## src/sv/mids_pkg.sv

```systemverilog
// ----------------------------------------------------------------------------
// mids_pkg
// Shared types, register indexes and the per-input debounce update for the
// multiplexed input debounce scanner.
// ----------------------------------------------------------------------------
package mids_pkg;

    localparam int CFG_W      = 8;   // widest config register
    localparam int CFG_IDX_W  = 2;
    localparam int DWELL_W    = 4;
    localparam int NIB_W      = 4;
    localparam int STATES_W   = 32;
    localparam int OUT_SEL_W  = 3;

    localparam logic [CFG_IDX_W-1:0] REG_SAMPLES_NEEDED = 2'd0;
    localparam logic [CFG_IDX_W-1:0] REG_LOCKOUT_TIME   = 2'd1;
    localparam logic [CFG_IDX_W-1:0] REG_TICK_STEP      = 2'd2;

    localparam logic [NIB_W-1:0] RST_SAMPLES_NEEDED = 4'd3;
    localparam logic [7:0]       RST_LOCKOUT_TIME   = 8'd50;
    localparam logic [7:0]       RST_TICK_STEP      = 8'd10;

    // Configuration as seen by the update logic
    typedef struct packed {
        logic [NIB_W-1:0] samples_needed;
        logic [7:0]       lockout_time;
        logic [7:0]       tick_step;
    } t_cfg;

    // Stored state of one input: level, run counters (hi nibble counts
    // level 0, lo nibble counts level 1) and lockout timer
    typedef struct packed {
        logic       level;
        logic [7:0] cnt;
        logic [7:0] tmr;
    } t_unit;

    function automatic t_unit debounce_unit(input t_unit st, input logic s,
                                            input t_cfg cfg);
        t_unit            nx;
        logic [NIB_W-1:0] nib;
        nx  = st;
        nib = s ? st.cnt[3:0] : st.cnt[7:4];
        if (st.tmr != 8'd0) begin
            nx.tmr = (st.tmr > cfg.tick_step) ? st.tmr - cfg.tick_step : 8'd0;
        end else begin
            // clear the counter of the opposite level
            if (s) begin
                nx.cnt[7:4] = 4'd0;
            end else begin
                nx.cnt[3:0] = 4'd0;
            end
            if (s != st.level) begin
                if (nib < cfg.samples_needed) begin
                    nib = nib + 4'd1;
                    if (s) begin
                        nx.cnt[3:0] = nib;
                    end else begin
                        nx.cnt[7:4] = nib;
                    end
                end
                if (nib >= cfg.samples_needed) begin
                    nx.level = s;
                    nx.tmr   = cfg.lockout_time;
                end
            end
        end
        return nx;
    endfunction

endpackage

```

## src/sv/muxed_input_debounce_scanner.sv

```systemverilog
// ----------------------------------------------------------------------------
// muxed_input_debounce_scanner
// Scans MUX_UNITS mux units over 2**SELECT_BITS selector groups and debounces
// every input with run counters and a post-commit lockout timer.
// ----------------------------------------------------------------------------
//
//  channel   | handshake                | payload
//  ----------+--------------------------+----------------------------------
//  sample in | i_valid / o_ready        | i_sampled_levels
//  result    | o_valid / i_ready        | o_next_selector, o_debounced_states,
//            |                          | o_any_changed
//  config    | i_cfg_we (no wait)       | i_cfg_idx, i_cfg_data
//
//  Cycles: one request per clock unless stalled; result registered in the
//  cycle after acceptance; the rate is set by the RAM row read-modify-write.
//  Reset: per-row valid flops clear at once; no clearing pass, an unwritten
//  row reads as zero.
//  Stalls: a single output register; a new request is taken whenever the
//  output is empty or being drained in the same cycle.
// ----------------------------------------------------------------------------
module muxed_input_debounce_scanner
    import mids_pkg::*;
#(
    parameter int MUX_UNITS   = 4,
    parameter int SELECT_BITS = 3
) (
    input  logic                      i_clk,
    input  logic                      i_rst_n,
    // sample requests
    input  logic                      i_valid,
    output logic                      o_ready,
    input  logic [MUX_UNITS-1:0]      i_sampled_levels,
    // results
    output logic                      o_valid,
    input  logic                      i_ready,
    output logic [OUT_SEL_W-1:0]      o_next_selector,
    output logic [STATES_W-1:0]       o_debounced_states,
    output logic                      o_any_changed,
    // configuration
    input  logic                      i_cfg_we,
    input  logic [CFG_IDX_W-1:0]      i_cfg_idx,
    input  logic [CFG_W-1:0]          i_cfg_data
);

    localparam int GROUPS     = 1 << SELECT_BITS;
    localparam int SEL_W      = (SELECT_BITS > 0) ? SELECT_BITS : 1;
    localparam int NUM_INPUTS = MUX_UNITS * GROUPS;
    localparam int ROW_W      = MUX_UNITS * $bits(t_unit);

    // ---------------- configuration registers ----------------
    t_cfg r_cfg;

    always_ff @(posedge i_clk) begin
        if (!i_rst_n) begin
            r_cfg.samples_needed <= RST_SAMPLES_NEEDED;
            r_cfg.lockout_time   <= RST_LOCKOUT_TIME;
            r_cfg.tick_step      <= RST_TICK_STEP;
        end else if (i_cfg_we) begin
            case (i_cfg_idx)
                REG_SAMPLES_NEEDED: r_cfg.samples_needed <= i_cfg_data[NIB_W-1:0];
                REG_LOCKOUT_TIME:   r_cfg.lockout_time   <= i_cfg_data;
                REG_TICK_STEP:      r_cfg.tick_step      <= i_cfg_data;
                default: ;  // unused index, write dropped
            endcase
        end
    end

    // ---------------- handshake ----------------
    logic r_out_valid;
    logic accept;

    assign o_ready = !r_out_valid || i_ready;
    assign accept  = i_valid && o_ready;

    // ---------------- group selector and dwell ----------------
    logic [SEL_W-1:0]   r_sel, n_sel, sel_inc;
    logic [DWELL_W-1:0] r_dwell, n_dwell, dwell_inc;
    logic               adv;

    assign dwell_inc = r_dwell + DWELL_W'(1);
    assign adv       = (dwell_inc >= r_cfg.samples_needed) || (dwell_inc == '0);
    // with one group the selector stays at zero
    assign sel_inc   = (GROUPS == 1) ? '0 : r_sel + SEL_W'(1);

    always_comb begin
        n_sel   = r_sel;
        n_dwell = r_dwell;
        if (accept) begin
            n_sel   = adv ? sel_inc : r_sel;
            n_dwell = adv ? '0 : dwell_inc;
        end
    end

    always_ff @(posedge i_clk) begin
        if (!i_rst_n) begin
            r_sel   <= '0;
            r_dwell <= '0;
        end else begin
            r_sel   <= n_sel;
            r_dwell <= n_dwell;
        end
    end

    // ---------------- row RAM with forwarding ----------------
    // The RAM is always addressed with the group of the next tick, so the
    // current row sits in the read register when its sample arrives. When
    // the same row is written and read at one edge, the written row is
    // forwarded instead.
    logic [ROW_W-1:0]      rd_data;
    t_unit [MUX_UNITS-1:0] cur_row, upd_row, r_fwd_row;
    logic [GROUPS-1:0]     r_row_vld;
    logic                  r_rd_vld, r_fwd;
    logic                  upd_changed;

    mids_row_mem #(
        .DEPTH (GROUPS),
        .AW    (SEL_W),
        .WIDTH (ROW_W)
    ) u_mem (
        .i_clk   (i_clk),
        .i_we    (accept),
        .i_waddr (r_sel),
        .i_wdata (upd_row),
        .i_raddr (n_sel),
        .o_rdata (rd_data)
    );

    always_comb begin
        if (r_fwd) begin
            cur_row = r_fwd_row;
        end else if (r_rd_vld) begin
            cur_row = rd_data;
        end else begin
            cur_row = '0;
        end
    end

    always_ff @(posedge i_clk) begin
        if (!i_rst_n) begin
            r_row_vld <= '0;
            r_rd_vld  <= 1'b0;
            r_fwd     <= 1'b0;
        end else begin
            r_rd_vld <= r_row_vld[n_sel];
            r_fwd    <= accept && (n_sel == r_sel);
            if (accept) begin
                r_row_vld[r_sel] <= 1'b1;
            end
        end
    end

    always_ff @(posedge i_clk) begin
        r_fwd_row <= upd_row;
    end

    mids_update #(
        .MUX_UNITS (MUX_UNITS)
    ) u_upd (
        .i_cfg         (r_cfg),
        .i_row         (cur_row),
        .i_samples     (i_sampled_levels),
        .o_row         (upd_row),
        .o_any_changed (upd_changed)
    );

    // ---------------- debounced state image ----------------
    // Flop copy of the first 32 input levels; only the scanned group moves.
    logic [STATES_W-1:0] r_states, n_states;

    for (genvar b = 0; b < STATES_W; b++) begin : g_state
        if (b < NUM_INPUTS) begin : g_used
            localparam int GB = b / MUX_UNITS;
            localparam int UB = b % MUX_UNITS;
            assign n_states[b] = (accept && (r_sel == SEL_W'(GB)))
                               ? upd_row[UB].level : r_states[b];
        end else begin : g_none
            assign n_states[b] = 1'b0;
        end
    end

    always_ff @(posedge i_clk) begin
        if (!i_rst_n) begin
            r_states <= '0;
        end else begin
            r_states <= n_states;
        end
    end

    // ---------------- output register ----------------
    logic [SEL_W+OUT_SEL_W-1:0] sel_ext;
    logic [OUT_SEL_W-1:0]       r_out_sel;
    logic [STATES_W-1:0]        r_out_states;
    logic                       r_out_chg;

    assign sel_ext = {{OUT_SEL_W{1'b0}}, n_sel};

    always_ff @(posedge i_clk) begin
        if (!i_rst_n) begin
            r_out_valid  <= 1'b0;
            r_out_states <= '0;
            r_out_sel    <= '0;
            r_out_chg    <= 1'b0;
        end else if (accept) begin
            r_out_valid  <= 1'b1;
            r_out_states <= n_states;
            r_out_sel    <= sel_ext[OUT_SEL_W-1:0];
            r_out_chg    <= upd_changed;
        end else if (i_ready) begin
            r_out_valid  <= 1'b0;
        end
    end

    assign o_valid            = r_out_valid;
    assign o_next_selector    = r_out_sel;
    assign o_debounced_states = r_out_states;
    assign o_any_changed      = r_out_chg;

endmodule

```

## src/sv/mids_row_mem.sv

```systemverilog
// ----------------------------------------------------------------------------
// mids_row_mem
// One-write, one-read synchronous RAM holding one row per selector group.
// ----------------------------------------------------------------------------
module mids_row_mem #(
    parameter int DEPTH = 8,
    parameter int AW    = 3,
    parameter int WIDTH = 68
) (
    input  logic             i_clk,
    input  logic             i_we,
    input  logic [AW-1:0]    i_waddr,
    input  logic [WIDTH-1:0] i_wdata,
    input  logic [AW-1:0]    i_raddr,
    output logic [WIDTH-1:0] o_rdata
);

    logic [WIDTH-1:0] r_mem [DEPTH];
    logic [WIDTH-1:0] r_rdata;

    always_ff @(posedge i_clk) begin
        if (i_we) begin
            r_mem[i_waddr] <= i_wdata;
        end
        r_rdata <= r_mem[i_raddr];
    end

    assign o_rdata = r_rdata;

endmodule

```

## src/sv/mids_update.sv

```systemverilog
// ----------------------------------------------------------------------------
// mids_update
// Debounce update of one group row: all mux units in parallel.
// ----------------------------------------------------------------------------
module mids_update
    import mids_pkg::*;
#(
    parameter int MUX_UNITS = 4
) (
    input  t_cfg                        i_cfg,
    input  t_unit [MUX_UNITS-1:0]       i_row,
    input  logic  [MUX_UNITS-1:0]       i_samples,
    output t_unit [MUX_UNITS-1:0]       o_row,
    output logic                        o_any_changed
);

    logic [MUX_UNITS-1:0] chg;

    always_comb begin
        for (int u = 0; u < MUX_UNITS; u++) begin
            o_row[u] = debounce_unit(i_row[u], i_samples[u], i_cfg);
            chg[u]   = o_row[u].level != i_row[u].level;
        end
    end

    assign o_any_changed = |chg;

endmodule

```

## config.mk

```make
export PLATFORM = sky130hd
export DESIGN_NAME = muxed_input_debounce_scanner
export DESIGN_NICKNAME = d
export VERILOG_FILES = /design/src/sv/mids_pkg.sv /design/src/sv/muxed_input_debounce_scanner.sv /design/src/sv/mids_row_mem.sv /design/src/sv/mids_update.sv
export SDC_FILE = /design/constraint.sdc
export NUM_CORES = 1
export LEC_CHECK = 0
export BUFFER_PORTS_ARGS = -buffer_cell sky130_fd_sc_hd__buf_4
export CAP_MARGIN = 25
export CORE_MARGIN = 10
export CORE_UTILIZATION = 55
export CTS_BUF_LIST = sky130_fd_sc_hd__clkbuf_16
export DETAILED_ROUTE_END_ITERATION = 8
export PLACE_DENSITY = 0.71
export RECOVER_POWER = 100
export SKIP_LAST_GASP = 1
export SLEW_MARGIN = 15
export SYNTH_ARGS = -nofsm -noshare
export SYNTH_HDL_FRONTEND = slang
export SYNTH_SLANG_ARGS = --single-unit
```

## constraint.sdc

```tcl
create_clock -name i_clk -period 11.5 [get_ports i_clk]
set_input_delay 1.725 -clock i_clk [delete_from_list [all_inputs] [get_ports i_clk]]
set_output_delay 1.725 -clock i_clk [all_outputs]
set_load 0.01 [all_outputs]
```

==> flow_summary.yaml, run 1 <==
logic_synthesis:
  async_reset_ff_share_pct: 0
  synth_warnings: 0
  syn_area_sq_mm: 0.0364
  ys_ff_latch: 786
  ys.flop_type: "edfxtp_1"
  yosys.area.top_type: "edfxtp_1"
  synth_edf_count: 544
  ys_seq_area_share_pct: 58.1
  yosysMostFrequentCell: "edfxtp_1"
  synthCells: 2851
  yosysTopAreaCellShare_pct: 44.8
  ys_types: 72
  syn_nets: 2949
  synth_area_leaders: "edfxtp_1, dfxtp_1, mux2i_1"
  synth_commonest_cells: "edfxtp_1, mux2i_1, o22ai_1"
  syn_avg_cell_area_sq_um: 12.8
worst_setup_path:
  critPathMaxStageDelay_ns: 2.49
  crit_chain: "inv_1, ha_4, clkbuf_1, nand3_1, clkbuf_1, o22ai_1, nor3_1, a211o_1"
  end_kind: "register"
  r2r_setup_slack_ns: 2.76
  crit_arrival_ns: 9.23
  crit_type: "register to register"
  cp_max_fo: 40
  required_ns: 12.00
  cp_slowest_cell: "clkbuf_1"
  path_common_cell: "clkbuf_1"
  crit_path_start_kind: "register"
run_status:
  status: "complete, but fails checks"
  violations: "capacitance limit, slew limit"
route:
  wl_microns: 98300
  vias: 25300
  firstDrtPassIters: 5
  detail-route-antenna-nets: 0
  avgRoutedWirePerCell_microns: 26.0
  vias_per_cell: 6.69
  drc_errors: 0
  initialDrtViolationCount: 2648
clocking:
  cts_root_buf: "clkbuf_16"
  cts_setup_buffers: 0
  cts_buffer_depth: 3
  post_cts_resized: 0
  clk_latency_ns: 0.62
  cts_tree: "done"
  h-tree-depth: 3
  cts_sinks: 786
  cts_buffers: 78
  ctsHoldBuffers: 0
  clk_pin_slew_ns: 0.06
placement:
  numPortBuffers: 56
  dp_hpwl_microns: 54800
  globalplace.congestion: 0.916
global_routing:
  grt_max_degree: 108
  grt_pass1_wl_microns: 148000
  antenna_found_initial: 0
  overflow: 0
  track_usage_pct: 24.3
  grt_pass1_vias: 25700
timing:
  max_slew_margin_pct: -147
  setup_tns_ns: 0
  slew_violations: 678
  finalHoldViolCount: 0
  rsz0062_at_grt: "false"
  hold_slack_ns: 0.468
  fin_skew_ns: 0.0280
  report.final.setup_viol: 0
  period_needed_ns: 8.74
  max_freq_mhz: 114
  period_share_pct: 76.0
  worst_pin_slew_ns: 3.70
floorplan:
  die_w_microns: 277
  core_area_sq_mm: 0.0657
  initial_utilization_pct: 55.4
  num_rows: 94
  die_h_microns: 277
  die-area_sq_mm: 0.0770
  pin_count: 57
power_and_ir_drop:
  p_leak_nw: 14.6
  p_sw_share_pct: 30.0
  vdd_drop_max_mv: 0.139
  power_density_mw_per_mm2: 206
  p_sw_mw: 2.46
  combinationalPowerShare_pct: 23.8
  intPower_mw: 5.76
  clkPwrFrac_pct: 31.1
  p_seq_share_pct: 45.1
cells_and_area:
  final_nets: 2944
  area_growth_syn_to_layout_pct: 9.73
  antenna_cells: 0
  nFillCells: 4951
  layout-drive-gt1-share_pct: 9.07
flow_run:
  maxCapViolCount: 19
hold_path:
  hold_class: "register to register"
-- through the flow --
step	cells	worst slack (ns)	utilization (%)	area, sq um	total power [mW]
2_1_floorplan	2851	1.98	-	36400	5.09
3_3_place_gp	3620	5.59	57.1	37600	5.62
3_5_place_dp	3624	5.23	57.3	37600	5.69
4_1_cts	3770	5.22	61.2	40200	8.23
5_1_grt	3776	2.46	60.8	40000	8.56
6_report	3776	2.76	60.8	40000	8.22
-- power groups by stage --
stage	Clock, mW	Sequential (mW)	Combinational, mW
4_1_cts	2.59	3.70	1.95
3_5_place_dp	0	3.75	1.94
6_report	2.55	3.71	1.96
2_1_floorplan	0	3.67	1.41
3_3_place_gp	0	3.75	1.88
5_1_grt	2.71	3.73	2.11
-- cells in the final DEF, fill, tap and decap left out, drive strengths merged, types with 41 or more instances in the layout --
master,count
o22ai,293
nor3,152
a22oi,41
o21ai,79
buf,51
mux2,82
nor2b,43
a21oi,81
ha,75
inv,61
mux2i,475
edfxtp,544
clkbuf,147
nand2,89
a22o,45
a211o,74
dfxtp,242
-- critical path: cells and delay by family, from the launching register on --
kind / cells / cell delay [ns]
flip-flops: 1 / 0.65
buffers and inverters: 3 / 4.08
adder cells (fa/ha/maj): 1 / 0.67
AO/OA/AOI/OAI: 2 / 0.83
AND/OR/NAND/NOR: 2 / 2.34
-- kinds of logic after synthesis --
logic type	share of synthesized area (%)
compound gates	13.4
xor+xnor	1.03
fa+ha+maj	2.79
mux	15.9
simple gates	5.93
flops	58.1
buf+inv	2.88
-- metal layers --
layer / part of all wire (%) / wire (microns) / GRT usage, %
met4: 2.9 / 2860 / 9.78
met1: 41 / 40700 / 30.8
met2: 48 / 47100 / 40.9
met5: 0 / 0 / 0
met3: 7.9 / 7760 / 4.19
-- flip-flops by register name, summed over array words and instances (netlist names) --
signal	count
r_fwd_row	68
r_sel	3
o_valid	1
o_debounced_states	32
o_any_changed	1
o_next_selector	3
r_rd_vld	1
r_states	32
u_mem.r_mem	544
r_row_vld	8
r_fwd	1
r_dwell	4
r_cfg	20
u_mem.o_rdata	68
-- final cells by class --
type	count	area [sq um]	area share, %
clock inverter	63	515	1.29
tap	864	1080	2.70
timing repair buffer	115	688	1.72
clock buffer	83	2080	5.19
inverter	39	146	0.366
multi-input combinational	1826	14300	35.7
sequential	786	21200	53.0
-- final timing paths --
check / to / cells past startpoint / startpoint
min reg2reg: r_states[30] / 2 / r_states[30]
min: r_states[30] / 2 / r_states[30]
max reg2reg: u_mem.o_rdata[64] / 8 / r_sel[0]
max: u_mem.o_rdata[64] / 8 / r_sel[0]
Power figures use the tool's default switching activity.
==> run 2: changes to the inputs <==
- ABC_AREA: not set -> 1
- PLACE_DENSITY: 0.71 -> 0.74
- clock period: 11.5 -> 7.83 ns (I/O delays scaled with it)
==> flow_summary.yaml, run 2 <==
run_status:
  status: "complete, but fails checks"
  violations: "capacitance limit, slew limit"
timing:
  slew_violations: 575
  period_share_pct: 79.9
  fin_skew_ns: 0.0257
  finalHoldViolCount: 0
  report.final.setup_viol: 0
  max_slew_margin_pct: -212
  worst_pin_slew_ns: 4.68
  rsz0062_at_grt: "false"
  setup_tns_ns: 0
  period_needed_ns: 6.26
  max_freq_mhz: 160
global_routing:
  track_usage_pct: 23.2
  grt_pass1_wl_microns: 145000
  grt_max_degree: 166
  antenna_found_initial: 1
  grt_pass1_vias: 26500
  overflow: 0
worst_setup_path:
  crit_path_start_kind: "input pin"
  cp_max_fo: 59
  end_kind: "register"
  crit_type: "input pin to register"
  crit_arrival_ns: 6.36
  crit_path_start: "i_ready"
  required_ns: 7.93
  reg2reg_from: "r_dwell[0]"
floorplan:
  die-area_sq_mm: 0.0773
  die_w_microns: 278
  num_rows: 94
  initial_utilization_pct: 55.6
  pin_count: 57
  die_h_microns: 278
  core_area_sq_mm: 0.0659
logic_synthesis:
  ys_seq_area_share_pct: 57.8
  synth_area_leaders: "edfxtp_1, dfxtp_1, nand3_1"
  synth_commonest_cells: "nand2_1, nand3_1, inv_1"
  synth_warnings: 0
  yosysMostFrequentCell: "nand2_1"
  yosysTopAreaCellShare_pct: 44.6
  syn_nets: 4218
  yosys.area.top_type: "edfxtp_1"
  ys_types: 45
  syn_avg_cell_area_sq_um: 8.89
  syn_area_sq_mm: 0.0366
  synth_edf_count: 544
  ys.flop_type: "edfxtp_1"
  synthCells: 4120
  ys_ff_latch: 786
  async_reset_ff_share_pct: 0
cells_and_area:
  final-instance-count-excl-fill: 5031
  antenna_cells: 0
  top_register: "u_mem.r_mem"
  layout-drive-gt1-share_pct: 5.18
  layout_common_cells: "nand2_1, inv_1, nand3_1"
  final_nets: 4200
  final_common_cell: "nand2_1"
  area_growth_syn_to_layout_pct: 8.69
  largest_reg_flops: 544
  nFillCells: 5541
route:
  vias_per_cell: 5.49
  wl_microns: 91900
  avgRoutedWirePerCell_microns: 18.3
  detail-route-antenna-nets: 0
  firstDrtPassIters: 6
  drc_errors: 0
  initialDrtViolationCount: 2653
  vias: 27600
clocking:
  cts_tree: "done"
  clk_pin_slew_ns: 0.06
  h-tree-depth: 3
  cts_buffer_depth: 3
  cts_setup_buffers: 0
  cts_sinks: 786
  clk_latency_ns: 0.63
  cts_root_buf: "clkbuf_16"
  ctsHoldBuffers: 0
  post_cts_resized: 0
  cts_buffers: 81
placement:
  dp_hpwl_microns: 51900
  dp_cells: 4879
  globalplace.congestion: 0.942
  numPortBuffers: 56
power_and_ir_drop:
  vdd_drop_max_mv: 0.234
  p_leak_nw: 18.6
  power_density_mw_per_mm2: 407
  p_seq_share_pct: 39.6
  combinationalPowerShare_pct: 38.2
  p_sw_share_pct: 39.2
  clkPwrFrac_pct: 22.2
  p_total_mw: 16.2
  intPower_mw: 9.85
  p_sw_mw: 6.36
flow_run:
  maxCapViolCount: 15
hold_path:
  hold_class: "register to register"
  min_from: "r_row_vld[7]"
## run 2: changes by cell type in the layout (fill, tap and decap cells not counted), moves of 45 or more
cell | previous run | this run
o22ai_1 | 293 | 9
mux2_2 | 76 | 0
nand2_1 | 87 | 986
nand3_1 | 31 | 759
nor2_1 | 27 | 147
nor3_1 | 152 | 14
a211o_1 | 74 | 0
inv_1 | 56 | 760
mux2i_1 | 474 | 0
a22o_1 | 45 | 0
## run 2: critical path, cell delays in order
cell	delay, ns
clkbuf_4	0.10
inv_1	0.03
nand2_1	0.08
nand2_1	0.37
nor2_1	0.22
inv_1	0.11
nor2_1	0.88
clkbuf_1	3.33
## run 2: final timing paths
| kind | endpoint | slack (ns) | cells after the start |
|---|---|---|---|
| max | u_mem.r_mem[6][5] | 1.57 | 8 |
| max reg2reg | u_mem.o_rdata[3] | 1.69 | 18 |
| min | r_row_vld[7] | 0.47 | 2 |
| min reg2reg | r_row_vld[7] | 0.47 | 2 |
## run 2: layout make-up
class	instances	area (sq um)	area share [%]
well taps	864	1080	2.72
inverters	744	2790	7.02
multi-input cells	2396	11700	29.4
repair buffers	93	593	1.49
clock buffers	86	2150	5.41
clock inverters	62	325	0.817
flip-flops and latches	786	21200	53.2
## run 2: cell families after synthesis
logic type | synth area share (%)
XOR/XNOR | 0.574
AND/OR/NAND/NOR | 23.8
flip-flops | 57.8
adder cells (fa/ha/maj) | 2.78
buffers and inverters | 10.4
AO/OA/AOI/OAI | 4.63
## run 2: routing by layer
layer  track usage, %  part of all wire, %  vias up
met4             7.80                  2.4        2
met2             38.5                   47     1076
met3             3.56                  7.8      181
met1             30.7                   43    13000
li1                 -                    -    13300
met5                0                0.014        -
## run 2: power by group through the flow
| stage | Clock (mW) | Sequential (mW) | Combinational, mW |
|---|---|---|---|
| after floorplan | 0 | 6.43 | 4.37 |
| after global placement | 0 | 6.47 | 5.92 |
| after detailed placement | 0 | 6.48 | 6.09 |
| after CTS | 3.64 | 6.40 | 6.12 |
| after global routing | 3.81 | 6.47 | 6.91 |
| final | 3.60 | 6.41 | 6.19 |
## run 2: metrics by stage
| stage | util, % | setup slack (ns) | cell area [sq um] | hold slack (ns) |
|---|---|---|---|---|
| 6_report | 60.4 | 1.57 | 39800 | 0.470 |
| 5_1_grt | 60.4 | 1.13 | 39800 | 0.491 |
| 4_1_cts | 60.9 | 2.77 | 40100 | 0.473 |
| 3_5_place_dp | 57.1 | 2.54 | 37600 | 0.459 |
| 3_3_place_gp | 56.9 | 2.73 | 37500 | 0.450 |
| 2_1_floorplan | - | 0.677 | 36600 | 0.440 |
